[src/sv/kwl_pkg.sv]
`timescale 1ns / 1ps
`default_nettype none

package kwl_pkg;

  // Width of the internal source offset counter; it saturates at its maximum.
  localparam int unsigned POSITION_BITS = 16;
  localparam logic [POSITION_BITS-1:0] POS_MAX = '1;

  localparam int unsigned FIFO_DEPTH = 4;
  localparam int unsigned FIFO_AW    = $clog2(FIFO_DEPTH);
  localparam int unsigned FIFO_CW    = FIFO_AW + 1;

  localparam int unsigned WORD_MAX = 7;
  localparam int unsigned KW_COUNT = 10;

  // Token kinds
  localparam logic [4:0] KIND_DECLARE = 5'd0;
  localparam logic [4:0] KIND_ID      = 5'd10;
  localparam logic [4:0] KIND_NUMBER  = 5'd11;
  localparam logic [4:0] KIND_EQ      = 5'd12;
  localparam logic [4:0] KIND_ASSIGN  = 5'd13;
  localparam logic [4:0] KIND_PLUS    = 5'd14;
  localparam logic [4:0] KIND_MINUS   = 5'd15;
  localparam logic [4:0] KIND_STAR    = 5'd16;
  localparam logic [4:0] KIND_SLASH   = 5'd17;
  localparam logic [4:0] KIND_COMMA   = 5'd18;
  localparam logic [4:0] KIND_COLON   = 5'd19;
  localparam logic [4:0] KIND_SEMI    = 5'd20;
  localparam logic [4:0] KIND_LPAREN  = 5'd21;
  localparam logic [4:0] KIND_RPAREN  = 5'd22;
  localparam logic [4:0] KIND_LBRACE  = 5'd23;
  localparam logic [4:0] KIND_RBRACE  = 5'd24;
  localparam logic [4:0] KIND_EOF     = 5'd25;
  localparam logic [4:0] KIND_ERROR   = 5'd26;

  typedef enum logic [1:0] {
    MODE_IDLE,
    MODE_WORD,
    MODE_NUMBER,
    MODE_ASSIGN
  } mode_e;

  typedef struct packed {
    logic [4:0]  kind;
    logic [15:0] start;
    logic [15:0] len;
  } slot_t;

  // Everything one input item produces; the word text travels along so the
  // back end can resolve keywords on the first slot.
  typedef struct packed {
    logic                     two;
    slot_t                    s0;
    slot_t                    s1;
    logic [WORD_MAX-1:0][7:0] chars;
    logic [3:0]               count;
  } rec_t;

  function automatic logic [15:0] clip16(logic [POSITION_BITS-1:0] v);
    logic [31:0] w;
    w = 32'(v);
    return (w > 32'h0000_FFFF) ? 16'hFFFF : w[15:0];
  endfunction

endpackage

`default_nettype wire

[src/sv/kwl_front.sv]
`timescale 1ns / 1ps
`default_nettype none

module kwl_front import kwl_pkg::*; (
  input  wire logic       clk_i,
  input  wire logic       rst_ni,
  input  wire logic       in_valid_i,
  output logic            in_ready_o,
  input  wire logic [7:0] ch_i,
  input  wire logic       end_of_source_i,
  output logic            push_o,
  output rec_t            rec_o,
  input  wire logic       full_i
);

  mode_e                    mode_q, mode_d;
  logic [WORD_MAX-1:0][7:0] chars_q, chars_d;
  logic [3:0]               count_q, count_d;
  logic [POSITION_BITS-1:0] begin_q, begin_d;
  logic [POSITION_BITS-1:0] pos_q, pos_d;
  logic                     halted_q, halted_d;

  logic  accept;
  logic  is_alpha, is_digit, is_space, is_ident;
  logic  sym_v;
  logic  [4:0] sym_k;
  logic  fl_cand_v, fl_v, fr_v;
  slot_t fl_cand, fl, fr;

  assign in_ready_o = !full_i;
  assign accept     = in_valid_i && in_ready_o;

  assign is_alpha = (ch_i inside {[8'h61:8'h7A], [8'h41:8'h5A]});
  assign is_digit = (ch_i inside {[8'h30:8'h39]});
  assign is_space = (ch_i inside {8'h20, [8'h09:8'h0D]});
  assign is_ident = is_alpha || is_digit || (ch_i == 8'h5F);

  always_comb begin
    sym_v = 1'b1;
    case (ch_i)
      8'h2B:   sym_k = KIND_PLUS;
      8'h2D:   sym_k = KIND_MINUS;
      8'h2A:   sym_k = KIND_STAR;
      8'h2F:   sym_k = KIND_SLASH;
      8'h2C:   sym_k = KIND_COMMA;
      8'h3A:   sym_k = KIND_COLON;
      8'h3B:   sym_k = KIND_SEMI;
      8'h28:   sym_k = KIND_LPAREN;
      8'h29:   sym_k = KIND_RPAREN;
      8'h7B:   sym_k = KIND_LBRACE;
      8'h7D:   sym_k = KIND_RBRACE;
      default: begin
        sym_v = 1'b0;
        sym_k = KIND_ERROR;
      end
    endcase
  end

  // Token that closes if the current byte does not extend it.
  always_comb begin
    fl_cand_v     = 1'b1;
    fl_cand.start = clip16(begin_q);
    fl_cand.len   = clip16(pos_q - begin_q);
    case (mode_q)
      MODE_WORD:   fl_cand.kind = KIND_ID;
      MODE_NUMBER: fl_cand.kind = KIND_NUMBER;
      MODE_ASSIGN: begin
        fl_cand.kind = KIND_ASSIGN;
        fl_cand.len  = 16'd1;
      end
      default: begin
        fl_cand_v    = 1'b0;
        fl_cand.kind = KIND_ID;
      end
    endcase
  end

  always_comb begin
    mode_d   = mode_q;
    chars_d  = chars_q;
    count_d  = count_q;
    begin_d  = begin_q;
    pos_d    = pos_q;
    halted_d = halted_q;
    fl_v     = 1'b0;
    fl       = fl_cand;
    fr_v     = 1'b0;
    fr       = '{kind: KIND_EOF, start: clip16(pos_q), len: 16'd0};

    if (accept) begin
      if (end_of_source_i) begin
        if (!halted_q) begin
          fl_v = fl_cand_v;
          fr_v = 1'b1;
        end
        // back to the start of a fresh text
        mode_d   = MODE_IDLE;
        count_d  = '0;
        begin_d  = '0;
        pos_d    = '0;
        halted_d = 1'b0;
      end else if (!halted_q) begin
        if (mode_q == MODE_WORD && is_ident) begin
          if (count_q < 4'(WORD_MAX)) chars_d[count_q[2:0]] = ch_i;
          if (count_q <= 4'(WORD_MAX)) count_d = count_q + 4'd1;
        end else if (mode_q == MODE_NUMBER && is_digit) begin
          mode_d = MODE_NUMBER;
        end else if (mode_q == MODE_ASSIGN && ch_i == 8'h3D) begin
          fr_v   = 1'b1;
          fr     = '{kind: KIND_EQ, start: clip16(begin_q), len: 16'd2};
          mode_d = MODE_IDLE;
        end else begin
          fl_v   = fl_cand_v;
          mode_d = MODE_IDLE;
          if (is_space) begin
            mode_d = MODE_IDLE;
          end else if (is_alpha || ch_i == 8'h5F) begin
            mode_d     = MODE_WORD;
            begin_d    = pos_q;
            chars_d[0] = ch_i;
            count_d    = 4'd1;
          end else if (is_digit) begin
            mode_d  = MODE_NUMBER;
            begin_d = pos_q;
          end else if (ch_i == 8'h3D) begin
            mode_d  = MODE_ASSIGN;
            begin_d = pos_q;
          end else if (sym_v) begin
            fr_v = 1'b1;
            fr   = '{kind: sym_k, start: clip16(pos_q), len: 16'd1};
          end else begin
            // unknown byte: report and ignore the rest of the text
            fr_v     = 1'b1;
            fr       = '{kind: KIND_ERROR, start: clip16(pos_q), len: 16'd1};
            halted_d = 1'b1;
          end
        end
        if (pos_q != POS_MAX) pos_d = pos_q + 1'b1;
      end
    end
  end

  assign push_o      = accept && (fl_v || fr_v);
  assign rec_o.two   = fl_v && fr_v;
  assign rec_o.s0    = fl_v ? fl : fr;
  assign rec_o.s1    = fr;
  assign rec_o.chars = chars_q;
  assign rec_o.count = count_q;

  always_ff @(posedge clk_i or negedge rst_ni) begin
    if (!rst_ni) begin
      mode_q   <= MODE_IDLE;
      count_q  <= '0;
      begin_q  <= '0;
      pos_q    <= '0;
      halted_q <= 1'b0;
    end else begin
      mode_q   <= mode_d;
      count_q  <= count_d;
      begin_q  <= begin_d;
      pos_q    <= pos_d;
      halted_q <= halted_d;
    end
  end

  always_ff @(posedge clk_i) begin
    chars_q <= chars_d;
  end

endmodule

`default_nettype wire

[src/sv/kwl_fifo.sv]
`timescale 1ns / 1ps
`default_nettype none

module kwl_fifo import kwl_pkg::*; (
  input  wire logic clk_i,
  input  wire logic rst_ni,
  input  wire logic push_i,
  input  wire rec_t wr_data_i,
  output logic      full_o,
  input  wire logic pop_i,
  output rec_t      rd_data_o,
  output logic      empty_o
);

  rec_t               mem_q [FIFO_DEPTH];
  logic [FIFO_AW-1:0] wr_ptr_q, rd_ptr_q;
  logic [FIFO_CW-1:0] cnt_q;

  assign full_o    = (cnt_q == FIFO_CW'(FIFO_DEPTH));
  assign empty_o   = (cnt_q == '0);
  assign rd_data_o = mem_q[rd_ptr_q];

  always_ff @(posedge clk_i) begin
    if (push_i) mem_q[wr_ptr_q] <= wr_data_i;
  end

  // depth is a power of two, so the pointers wrap on their own
  always_ff @(posedge clk_i or negedge rst_ni) begin
    if (!rst_ni) begin
      wr_ptr_q <= '0;
      rd_ptr_q <= '0;
      cnt_q    <= '0;
    end else begin
      if (push_i) wr_ptr_q <= wr_ptr_q + 1'b1;
      if (pop_i) rd_ptr_q <= rd_ptr_q + 1'b1;
      case ({push_i, pop_i})
        2'b10:   cnt_q <= cnt_q + 1'b1;
        2'b01:   cnt_q <= cnt_q - 1'b1;
        default: cnt_q <= cnt_q;
      endcase
    end
  end

endmodule

`default_nettype wire

[src/sv/kwl_back.sv]
`timescale 1ns / 1ps
`default_nettype none

module kwl_back import kwl_pkg::*; (
  input  wire logic   clk_i,
  input  wire logic   rst_ni,
  input  wire rec_t   rec_i,
  input  wire logic   empty_i,
  output logic        pop_o,
  output logic        out_valid_o,
  input  wire logic   out_ready_i,
  output logic [4:0]  kind_o,
  output logic [15:0] start_res_o,
  output logic [15:0] length_o,
  output logic        last_o
);

  function automatic logic [55:0] kw_text(int unsigned k);
    case (k)
      0:       return "declare";
      1:       return {"int", 32'h0};
      2:       return {"void", 24'h0};
      3:       return {"if", 40'h0};
      4:       return {"else", 24'h0};
      5:       return {"while", 16'h0};
      6:       return {"print", 16'h0};
      7:       return {"class", 16'h0};
      8:       return {"method", 8'h0};
      default: return {"return", 8'h0};
    endcase
  endfunction

  function automatic logic [3:0] kw_len(int unsigned k);
    case (k)
      0:       return 4'd7;
      1:       return 4'd3;
      2, 4:    return 4'd4;
      3:       return 4'd2;
      5, 6, 7: return 4'd5;
      default: return 4'd6;
    endcase
  endfunction

  // Compare the held word against all keywords at once.
  function automatic logic [4:0] word_kind(logic [WORD_MAX-1:0][7:0] chars,
                                           logic [3:0] count);
    logic [4:0]  res;
    logic        hit;
    logic [55:0] txt;
    res = KIND_ID;
    for (int unsigned k = 0; k < KW_COUNT; k++) begin
      txt = kw_text(k);
      hit = (count == kw_len(k));
      for (int unsigned i = 0; i < WORD_MAX; i++) begin
        if (4'(i) < count && chars[i] != txt[55-8*i -: 8]) hit = 1'b0;
      end
      if (hit) res = KIND_DECLARE + 5'(k);
    end
    return res;
  endfunction

  logic  out_v_q, sec_v_q, last_q;
  slot_t out_q, sec_q;
  logic  load;
  slot_t head;

  assign load  = !out_v_q || out_ready_i;
  assign pop_o = load && !sec_v_q && !empty_i;

  always_comb begin
    head = rec_i.s0;
    if (rec_i.s0.kind == KIND_ID) head.kind = word_kind(rec_i.chars, rec_i.count);
  end

  always_ff @(posedge clk_i or negedge rst_ni) begin
    if (!rst_ni) begin
      out_v_q <= 1'b0;
      sec_v_q <= 1'b0;
    end else if (load) begin
      if (sec_v_q) begin
        out_v_q <= 1'b1;
        sec_v_q <= 1'b0;
      end else if (!empty_i) begin
        out_v_q <= 1'b1;
        sec_v_q <= rec_i.two;
      end else begin
        out_v_q <= 1'b0;
      end
    end
  end

  always_ff @(posedge clk_i) begin
    if (load) begin
      if (sec_v_q) begin
        out_q  <= sec_q;
        last_q <= 1'b1;
      end else if (!empty_i) begin
        out_q  <= head;
        last_q <= !rec_i.two;
        sec_q  <= rec_i.s1;
      end
    end
  end

  assign out_valid_o = out_v_q;
  assign kind_o      = out_q.kind;
  assign start_res_o = out_q.start;
  assign length_o    = out_q.len;
  assign last_o      = last_q;

endmodule

`default_nettype wire

[src/sv/keyword_lexer_tokenizer_unit.sv]
// Channel  Handshake                 Payload
// in       in_valid_i / in_ready_o   ch_i[7:0], end_of_source_i
// out      out_valid_o / out_ready_i kind_o[4:0], start_res_o[15:0], length_o[15:0], last_o
//
// One source byte is taken every cycle while the queue has room; keyword resolution
// happens after the queue. An item that yields two tokens holds the output until both
// are out; the output drains one token per cycle while out_ready_i is high, and the
// four-entry record queue absorbs the difference. Input stalls only when that queue is
// full. Reset needs no clearing pass; the block takes items as soon as reset is released.
`timescale 1ns / 1ps
`default_nettype none

module keyword_lexer_tokenizer_unit import kwl_pkg::*; (
  input  wire logic        clk_i,
  input  wire logic        rst_ni,
  input  wire logic        in_valid_i,
  output logic             in_ready_o,
  input  wire logic [7:0]  ch_i,
  input  wire logic        end_of_source_i,
  output logic             out_valid_o,
  input  wire logic        out_ready_i,
  output logic [4:0]       kind_o,
  output logic [15:0]      start_res_o,
  output logic [15:0]      length_o,
  output logic             last_o
);

  logic push, pop, full, empty;
  rec_t wr_rec, rd_rec;

  kwl_front u_front (
    .clk_i           (clk_i),
    .rst_ni          (rst_ni),
    .in_valid_i      (in_valid_i),
    .in_ready_o      (in_ready_o),
    .ch_i            (ch_i),
    .end_of_source_i (end_of_source_i),
    .push_o          (push),
    .rec_o           (wr_rec),
    .full_i          (full)
  );

  kwl_fifo u_fifo (
    .clk_i     (clk_i),
    .rst_ni    (rst_ni),
    .push_i    (push),
    .wr_data_i (wr_rec),
    .full_o    (full),
    .pop_i     (pop),
    .rd_data_o (rd_rec),
    .empty_o   (empty)
  );

  kwl_back u_back (
    .clk_i       (clk_i),
    .rst_ni      (rst_ni),
    .rec_i       (rd_rec),
    .empty_i     (empty),
    .pop_o       (pop),
    .out_valid_o (out_valid_o),
    .out_ready_i (out_ready_i),
    .kind_o      (kind_o),
    .start_res_o (start_res_o),
    .length_o    (length_o),
    .last_o      (last_o)
  );

endmodule

`default_nettype wire

[config.mk]
export PLATFORM = sky130hd
export DESIGN_NAME = keyword_lexer_tokenizer_unit
export DESIGN_NICKNAME = d
export VERILOG_FILES = /design/src/sv/kwl_pkg.sv /design/src/sv/kwl_front.sv /design/src/sv/kwl_fifo.sv /design/src/sv/kwl_back.sv /design/src/sv/keyword_lexer_tokenizer_unit.sv
export SDC_FILE = /design/constraint.sdc
export NUM_CORES = 1
export LEC_CHECK = 0
export CAP_MARGIN = 10
export CORE_UTILIZATION = 25
export CTS_CLUSTER_DIAMETER = 40
export DETAILED_ROUTE_END_ITERATION = 16
export DONT_BUFFER_PORTS = 1
export GPL_TIMING_DRIVEN = 0
export HOLD_SLACK_MARGIN = 0.03
export PLACE_DENSITY = 0.39
export SLEW_MARGIN = 20
export SYNTH_ARGS = -nofsm -noshare
export SYNTH_HDL_FRONTEND = slang
export SYNTH_SLANG_ARGS = --single-unit
[constraint.sdc]
create_clock -name clk_i -period 8.22 [get_ports clk_i]
set_clock_uncertainty 0.2 [all_clocks]
set_input_delay 0.822 -clock clk_i [delete_from_list [all_inputs] [get_ports clk_i]]
set_output_delay 0.822 -clock clk_i [all_outputs]
set_load 0.01 [all_outputs]
**Word-level counts from Yosys, hierarchy flattened**

Memories as Yosys holds them, arrays and structs flattened.
Index checks and enable logic that the tools add are counted.
Widths: inputs -> output; s select.

- Output and inout port bits: 40
- Input bits: 13
- Bits in registers: 179
- Memories kept: 1
- RAM bits: 540

- $lt $le $gt $ge: 19
- Reduce and logical (&&, ||, !) cells: 111
- Add/subtract/negate cells: 7
- Mux-type cells: 200
- Bitwise logic cells: 4
- Equality and inequality tests: 112

Memory list:

| name | depth | width | read ports | clocked after Yosys merged registers in | wr ports | line | RTL |
|---|---|---|---|---|---|---|---|
| u_fifo.mem_q | 4 | 135 | 1 | 0 | 1 | kwl_fifo.sv:15 | `rec_t mem_q [FIFO_DEPTH];` |

Operators with widths:

| cell | number |
|---|---|
| $mux 56 | 10 |
| $ne 8x8->1 | 70 |
| $mux 37 | 14 |
| $mux 16 | 13 |
| $mux 1 | 117 |
| $mux 4 | 24 |
| $eq 8x6->1 const B | 11 |
| $logic_and 1x1->1 | 83 |
| $bwmux 56 | 1 |
| $mux 8 | 7 |
| $pmux 5 s11 | 1 |
| $demux 8 s3 | 1 |
| $eq 4x4->1 | 6 |
| $eq 8x7->1 const B | 3 |
| $mux 2 | 9 |
| $add 16x1->16 const B | 1 |
| $ge 8x7->1 const B | 2 |
| $le 8x7->1 const B | 2 |
| $ne 16x16->1 const B | 1 |
| $ne 2x2->1 const B | 8 |
| $sub 16x16->16 | 1 |
| $reduce_and 7->1 | 2 |
| $lt 3x4->1 const A | 3 |
| $pmux 3 s2 | 2 |
| other kinds (35) | 61 |

**Longest topological paths before layout**

Gate-level depths: netlist (run 1).
An unclocked memory read counts as a cell.

- Word-level depth: 26
- Gate-level depth with buffers: 14

**Cells and area by module**

A second synthesis (run 1) with hierarchy kept.

- Cells, all modules: 1548
- Area, all modules: 29175.5 µm²

Modules (own cells, without submodules):

| module | times used | cells an instance | area each (µm²) | seq. area each (µm²) |
|---|---|---|---|---|
| kwl_fifo | 1 | 742 | 19857.8 | 16390.7 |
| kwl_front | 1 | 559 | 5739.3 | 2657.5 |
| kwl_back | 1 | 247 | 3578.4 | 2302.2 |

**Worst setup path before layout (run 1)**

No wires, ideal clock.

- Kind: input -> register
- Start: input port ch_i[0]
- End: memory u_fifo.mem_q[0][0] (netlist name) (enable)
- Arrival time: 7650 ps
- Data required time: 7403 ps
- Path slack: -248 ps
- Stages: 9
- Path through: clkbuf_1 > a21oi_1 > nor3_1 > nor2_1 > o21ai_0 > a21o_1 > nand2_1 > a21boi_1 > nor2b_1

- Word-level cells in the longest chain between the ends: 16
- Elaborated cells between the ends (all ways): 43

RTL lines:

| element | line | RTL |
|---|---|---|
| from (decl) | keyword_lexer_tokenizer_unit.sv:18 | `input wire logic [7:0] ch_i,` |
| $ge 8x7->1 / $le 8x7->1 (equally long branches) | kwl_front.sv:33 | `assign is_alpha = (ch_i inside {[8'h61:8'h7A], [8'h41:8'h5A]});` |
| $logic_and 1x1->1 | kwl_front.sv:33 |  |
| $reduce_bool 2->1 | kwl_front.sv:33 |  |
| $logic_or 1x1->1 | kwl_front.sv:117 | `end else if (is_alpha \|\| ch_i == 8'h5F) begin` |
| $mux 1 | kwl_front.sv:117 |  |
| $mux 1 | kwl_front.sv:115 | `if (is_space) begin` |
| $mux 1 | kwl_front.sv:108 | `end else if (mode_q == MODE_ASSIGN && ch_i == 8'h3D) begin` |
| $mux 1 | kwl_front.sv:106 | `end else if (mode_q == MODE_NUMBER && is_digit) begin` |
| $mux 1 | kwl_front.sv:103 | `if (mode_q == MODE_WORD && is_ident) begin` |
| $mux 1 | kwl_front.sv:102 | `end else if (!halted_q) begin` |
| $mux 1 | kwl_front.sv:91 | `if (end_of_source_i) begin` |
| $mux 1 | kwl_front.sv:90 | `if (accept) begin` |
| $logic_or 1x1->1 (*) | kwl_front.sv:143 | `assign push_o = accept && (fl_v \|\| fr_v);` |
| $logic_and 1x1->1 (*) | kwl_front.sv:143 |  |
| $mux 1 (*) | kwl_fifo.sv:24 | `if (push_i) mem_q[wr_ptr_q] <= wr_data_i;` |
| $mux 1 (not written as such) (*) | kwl_fifo.sv:24 |  |
| to (decl) | kwl_fifo.sv:15 |  |

Mark *: on every way between the ends. The rest lies on a longest branch, timed or not.

**Final worst setup path (run 1)**

- Start: input port ch_i[0]
- End: memory u_fifo.mem_q[2][19] (netlist name) (enable)

The elaborated chain is that of the path after synthesis.

==> reports/metrics.cfg, run 1 <==
[outcome]
status=complete, no violations

[setup_path]
cp_slowest_stage_delay_ns=0.60
cpMostUsedCell=buf_16
end_kind=flip-flop
crit_type=in2reg
start_kind=input port
worstPathCellList=clkbuf_1 -> a21oi_1 -> nor3_1 -> nor2_1 -> o21ai_0 -> a21o_1 -> nand2_1 -> a21boi_2 -> nor2b_4 -> buf_16 -> buf_16 -> buf_12 -> buf_16
worstPathBufferInverterCount=5
worstPathArrival_ns=4.37
worst_path_dominant_cell_family=simple AND/OR/NAND/NOR gates
required_ns=8.37
cpMaxStageDelayCell=nor2b_4
crit_fanout=19

[clock_network]
clkTransAtPathRegs_ns=0.06
htreeDepth=3
cts_root_buf=clkbuf_16
cts.sinks=649
postCtsSetupBuffers=0
clkLatencyLatePin_ns=0.66
cts_made_buffers=98
cts_tree=done
cts_buffer_depth=3

[placement]
dp_cells=2892
dp_hpwl_um=47600
portBuffers=0
pre_cts_ws_ns=3.30
place_congestion=0.795

[sta]
fmax_mhz=237
timing.final.crit_period_ns=4.22
slew_headroom=0.254
hold_violations=0
setup_slack_ns=4.00
fin_crit_sh=0.513
worstMarginPinSlew_ns=1.12
grt_setup_unrepaired=false
finalSetupViolations=0
finalMaxSlewViolations=0
holdWs_ns=0.0792

[global_route]
grt_max_degree=49
grt_pass1_vias=14600
grtUsageTotal=0.132
grt-ovfl-total=0
grt_antenna_before_repair=4
grt_pass1_wl_um=103000

[drt]
dr.pass1.iters=5
wl_um=69800
vias_per_cell=4.48
route.detailed.drc=0
drt_iter0_drc=981
avgRoutedWirePerCell_um=22.6
drtAntennaViolNets=0
via_count=13900

[logic_synthesis]
synth_most_common_cell=edfxtp_1
ys_top_cells_by_count=601 x edfxtp_1, 85 x mux4_2, 77 x nand2_1, 69 x nor2_1, 57 x o21ai_0
synth-seq-cells=649
avgSynthCellArea_um2=17.8
yosys_warnings=0
synth_cell_types=88
synth_cells=1477
syn_area_um2=26300
synth-edff-count=601
synth_top_area_cell=edfxtp_1
yosysTopAreaCellShare=0.687
synthArstFlopShare=0.0740
yosys_most_used_dff=edfxtp_1
synth_fp_nets=1514
ys_top_cells_by_area=edfxtp_1 69%, mux4_2 7.3%, dfrtp_1 4.6%
ys_seq_area_frac=0.733

[floorplanning]
coreArea_um2=104000
die-height_um=326
ioPinCount=53
die_w_um=326
rows=118
start_util=0.253
die_area_um2=106000

[power]
peakVddDrop_mv=0.190
power_density_nw_per_um2=347
p_leak_nw=10.7

[layout]
drive_above_1_share=0.225
finalNetCount=1659
final_cells=3089
syn2layout_area_growth_pct=23.0

[flow_run]
drv_cap=0

[min_path]
hp-class=in2reg

## metrics by stage
| step | cell area, um2 | TNS, ns | util | power, mW |
|---|---|---|---|---|
| 6_report | 32300 | 0 | 0.311 | 11.2 |
| 5_1_grt | 32300 | 0 | 0.311 | 11.7 |
| 3_3_place_gp | 28000 | -3209.58 | 0.270 | 7.13 |
| 4_1_cts | 32300 | 0 | 0.311 | 11.4 |
| 3_5_place_dp | 28800 | 0 | 0.278 | 7.17 |
| 2_1_floorplan | 26300 | -119.81 | - | 6.09 |
## cells in the final DEF, fill, tap and decap left out, drive strengths merged, types with 13 or more instances in the layout
cell        n
nand2      77
clkbuf    141
o21ai      57
nor2b      30
clkinvlp   14
xnor2      13
edfxtp    601
xor2       17
buf        57
nor2       69
a21oi      25
mux2       44
dfrtp      48
ha         22
nor3       18
clkinv     34
nand2b     34
inv        65
mux4      100
## final timing paths
check,start,end,slack (ns),depth (start not counted)
worst min-delay path,ch_i[7],u_front.rec_o[19],0.08,0
worst max register to register,u_fifo.rd_ptr_q[1],u_back.kind_o[3],4.04,9
worst min register to register,u_front.rec_o[20],u_fifo.mem_q[0][20],0.29,0
worst max-delay path,ch_i[0],u_fifo.mem_q[2][19],4.00,13
max in group asynchronous,rst_ni,u_fifo.cnt_q[0],7.06,2
min in group asynchronous,rst_ni,u_front.begin_q[1],0.51,2
## sequential cells by signal (all words and copies together), names as in the netlist, 2 cells and up
register	flops
u_fifo.cnt_q	3
u_fifo.wr_ptr_q	2
u_back.sec_q	23
u_front.count_q	4
u_back.start_res_o	16
u_front.begin_q	16
u_front.rec_o	56
u_front.pos_q	16
u_front.mode_q	2
u_back.length_o	16
u_back.kind_o	5
u_fifo.mem_q	484
u_fifo.rd_ptr_q	2
## kinds of logic (layout without fill, tap and decap cells)
| group | Yosys count | count (layout) | synth area share |
|---|---|---|---|
| buffers and inverters | 100 | 329 | 0.0182 |
| adder cells (fa/ha/maj) | 24 | 24 | 0.0120 |
| AO/OA/AOI/OAI | 161 | 161 | 0.0400 |
| AND/OR/NAND/NOR | 367 | 367 | 0.0798 |
| flip-flops | 649 | 649 | 0.733 |
| other | 0 | 3 | 0 |
| XOR/XNOR | 30 | 30 | 0.0100 |
| multiplexers | 146 | 146 | 0.107 |
## power breakdown
part | switching [mW] | internal (mW)
Sequential | 0.229 | 4.21
Combinational | 1.53 | 1.08
Clock | 1.64 | 2.52
## layer usage
metal	vias up	track usage	part of all wire	routed length, um
met5	-	0	0.00019	13
met4	2	0.0375	0.015	1080
met3	74	0.0275	0.046	3230
met2	302	0.206	0.46	32200
met1	7256	0.185	0.48	33300
li1	6216	-	-	-
## area by class of cell
cell class                      instances  area (um2)
Clock inverter                         77         847
Inverter                               44         165
Clock buffer                          107        2510
Buffer                                 56         318
Fill cell                           10100       71500
Tap cell                             1380        1730
Sequential cell                       649       19200
Antenna cell                            3        7.51
Timing Repair Buffer                   45         891
Multi-Input combinational cell        728        6600
## repair_timing
item / in CTS / in global routing
endpoints found under the hold margin: 91 / 0
gates resized for setup: 0 / 0
hold buffers: 10 / 0
No activity file was read; power rests on OpenSTA's default activity.
==> run 2: changes to the inputs <==
Clock period 8.22 ns to 4.2 ns, I/O delays scaled along.
==> reports/metrics.cfg, run 2 (synthesis gave the netlist of run 1 again) <==
[sta]
finalSetupViolations=0  ; unchanged
hold_violations=0  ; unchanged
setup_slack_ns=0.213  ; -3.79 ns
finalMaxSlewViolations=0  ; unchanged
holdWs_ns=0.0771  ; -0.00206 ns
slew_headroom=0.287  ; +0.0336
grt_setup_unrepaired=false
timing.final.crit_period_ns=3.99
worstMarginPinSlew_ns=1.07  ; -0.0503 ns
fin_crit_sh=0.949
fmax_mhz=251
tns_ns=0  ; unchanged

[clock_network]
cts_made_buffers=99  ; +1.0%
cts.sinks=649  ; unchanged
postCtsSetupBuffers=0  ; unchanged
cts_buffer_depth=3  ; unchanged
clkTransAtPathRegs_ns=0.05  ; about the same
htreeDepth=3  ; unchanged
cts_tree=done
cts_root_buf=clkbuf_16
clkLatencyLatePin_ns=0.66  ; about the same

[floorplanning]
rows=118  ; unchanged
start_util=0.253  ; unchanged
coreArea_um2=104000  ; unchanged
ioPinCount=53  ; unchanged
die_area_um2=106000  ; unchanged
die_w_um=326  ; unchanged
die-height_um=326  ; unchanged

[global_route]
grt_max_degree=49  ; unchanged
grt_antenna_before_repair=10  ; +6
grt-ovfl-total=0  ; unchanged
grt_pass1_vias=14900  ; +1.9%
grtUsageTotal=0.130  ; -0.00170
grt_pass1_wl_um=101000  ; -1.3%

[outcome]
status=complete, no violations

[power]
power.internal_mw=15.4  ; +97%
power_density_nw_per_um2=675  ; +95%
netSwitchingFraction=0.297  ; -0.00658
combPwrFrac=0.232  ; about the same
p_clk_frac=0.372  ; about the same
p_seq_frac=0.396  ; about the same
peakVddDrop_mv=0.313  ; +65%
p_sw_mw=6.49  ; +91%
p_leak_nw=10.7  ; +0.29%

[setup_path]
regToRegStartpoint=u_fifo.rd_ptr_q[0]
reg2reg_depth=10  ; +1
start_kind=flip-flop
worstPathCellList=buf_6 -> buf_6 -> clkinvlp_4 -> mux4_2 -> or4_1 -> nor4_1 -> a31oi_1 -> o21ai_1 -> nor2_1 -> a221o_1
end_kind=flip-flop
crit_type=reg2reg
cp_slowest_stage_delay_ns=0.58  ; -0.02 ns
crit_fanout=10  ; -9
crit_start=u_fifo.rd_ptr_q[0]
worstPathArrival_ns=4.14  ; -0.23 ns
required_ns=4.36  ; -4.01 ns
cpMostUsedCell=buf_6
cpMaxStageDelayCell=or4_1

[placement]
portBuffers=0  ; unchanged
dp_cells=2891  ; -0.035%
pre_cts_ws_ns=0.00184  ; -3.30 ns
placed_cell_area_um2=28800  ; -0.20%
dp_hpwl_um=46700  ; -1.9%
place_congestion=0.797  ; +0.29%

[layout]
final_cells=3096  ; +0.23%
finalNetCount=1668  ; +0.54%
drive_above_1_share=0.223  ; -0.00176
mostFrequentLayoutCells=601 x edfxtp_1, 101 x clkbuf_16, 85 x mux4_2
largest_reg_flops=484  ; unchanged
final_common_cell=edfxtp_1
syn2layout_area_growth_pct=23.1
final_area_um2=32300  ; +0.10%
regMostFlops=u_fifo.mem_q

[min_path]
min_from=ch_i[4]
hp-class=in2reg
hold_depth=2  ; +2

[drt]
avgRoutedWirePerCell_um=22.2  ; -1.7%
wl_um=68800  ; -1.4%
drt_iter0_drc=920  ; -6.2%
dr.pass1.iters=5  ; unchanged
route.detailed.drc=0  ; unchanged
drtAntennaViolNets=0  ; unchanged
via_count=13900  ; +0.12%
vias_per_cell=4.48  ; -0.10%

[flow_run]
drv_cap=0  ; unchanged

-- run 2: changes by cell type in the layout (fill, tap and decap cells not counted), sizes merged --
cell	delta
buf	-1
bufinv	+1
clkinvlp	-2
diode	-2
clkbuf	+3
clkinv	+3
inv	-4
dlygate4sd3	+9
-- run 2: final cells by class --
type                    instances  area [um2]
diodes                          1        2.50
plain buffers                  56         325
clock buffers                 110        2560
clock inverters                75         769
fillers                     10100       71400
inverters                      44         169
multi-input cells             728        6630
flip-flops and latches        649       19200
well taps                    1380        1730
repair buffers                 53         915
-- run 2: layer usage --
| metal | wire length (um) | global-route usage | vias up |
|---|---|---|---|
| met4 | 1450 | 0.0406 | 2 |
| met5 | 13 | 0 | - |
| met2 | 31700 | 0.204 | 290 |
| li1 | - | - | 6230 |
| met3 | 3340 | 0.0295 | 102 |
| met1 | 32300 | 0.179 | 7243 |
-- run 2: path summary, 6_finish.rpt --
check	to	slack (ns)
worst max register to register	u_back.kind_o[3]	0.21
min in group asynchronous	u_front.begin_q[8]	0.11
max in group asynchronous	u_fifo.cnt_q[2]	3.40
worst min register to register	u_fifo.mem_q[1][5]	0.29
worst min-delay path	u_front.rec_o[8]	0.08
worst max-delay path	u_back.kind_o[3]	0.21
-- run 2: repair_timing --
item                                    4_1_cts  5_1_grt
endpoints found under the hold margin       106        0
endpoints found under the setup margin        2       40
hold buffers                                 19        0
gates resized for setup                       2        8
-- run 2: critical path: cells and delay by family, from the launching register on --
family | cells | cell delay (ns)
AND/OR/NAND/NOR | 3 | 1.11
buffers and inverters | 3 | 0.70
AO/OA/AOI/OAI | 3 | 0.88
flip-flops | 1 | 0.34
multiplexers | 1 | 0.43
-- run 2: power groups by stage --
| stage | Combinational [mW] | Clock, mW | Sequential, mW |
|---|---|---|---|
| floorplan | 3.16 | 0 | 8.68 |
| global placement | 4.85 | 0 | 8.89 |
| detailed placement | 5.15 | 0 | 8.80 |
| CTS | 5.23 | 8.32 | 8.68 |
| global route | 5.52 | 8.59 | 8.75 |
| finish | 5.07 | 8.12 | 8.65 |
-- run 2: through the flow --
step	utilization	power [mW]
floorplan	-	11.8
global placement	0.270	13.7
detailed placement	0.277	13.9
CTS	0.311	22.2
global route	0.312	22.9
finish	0.312	21.8
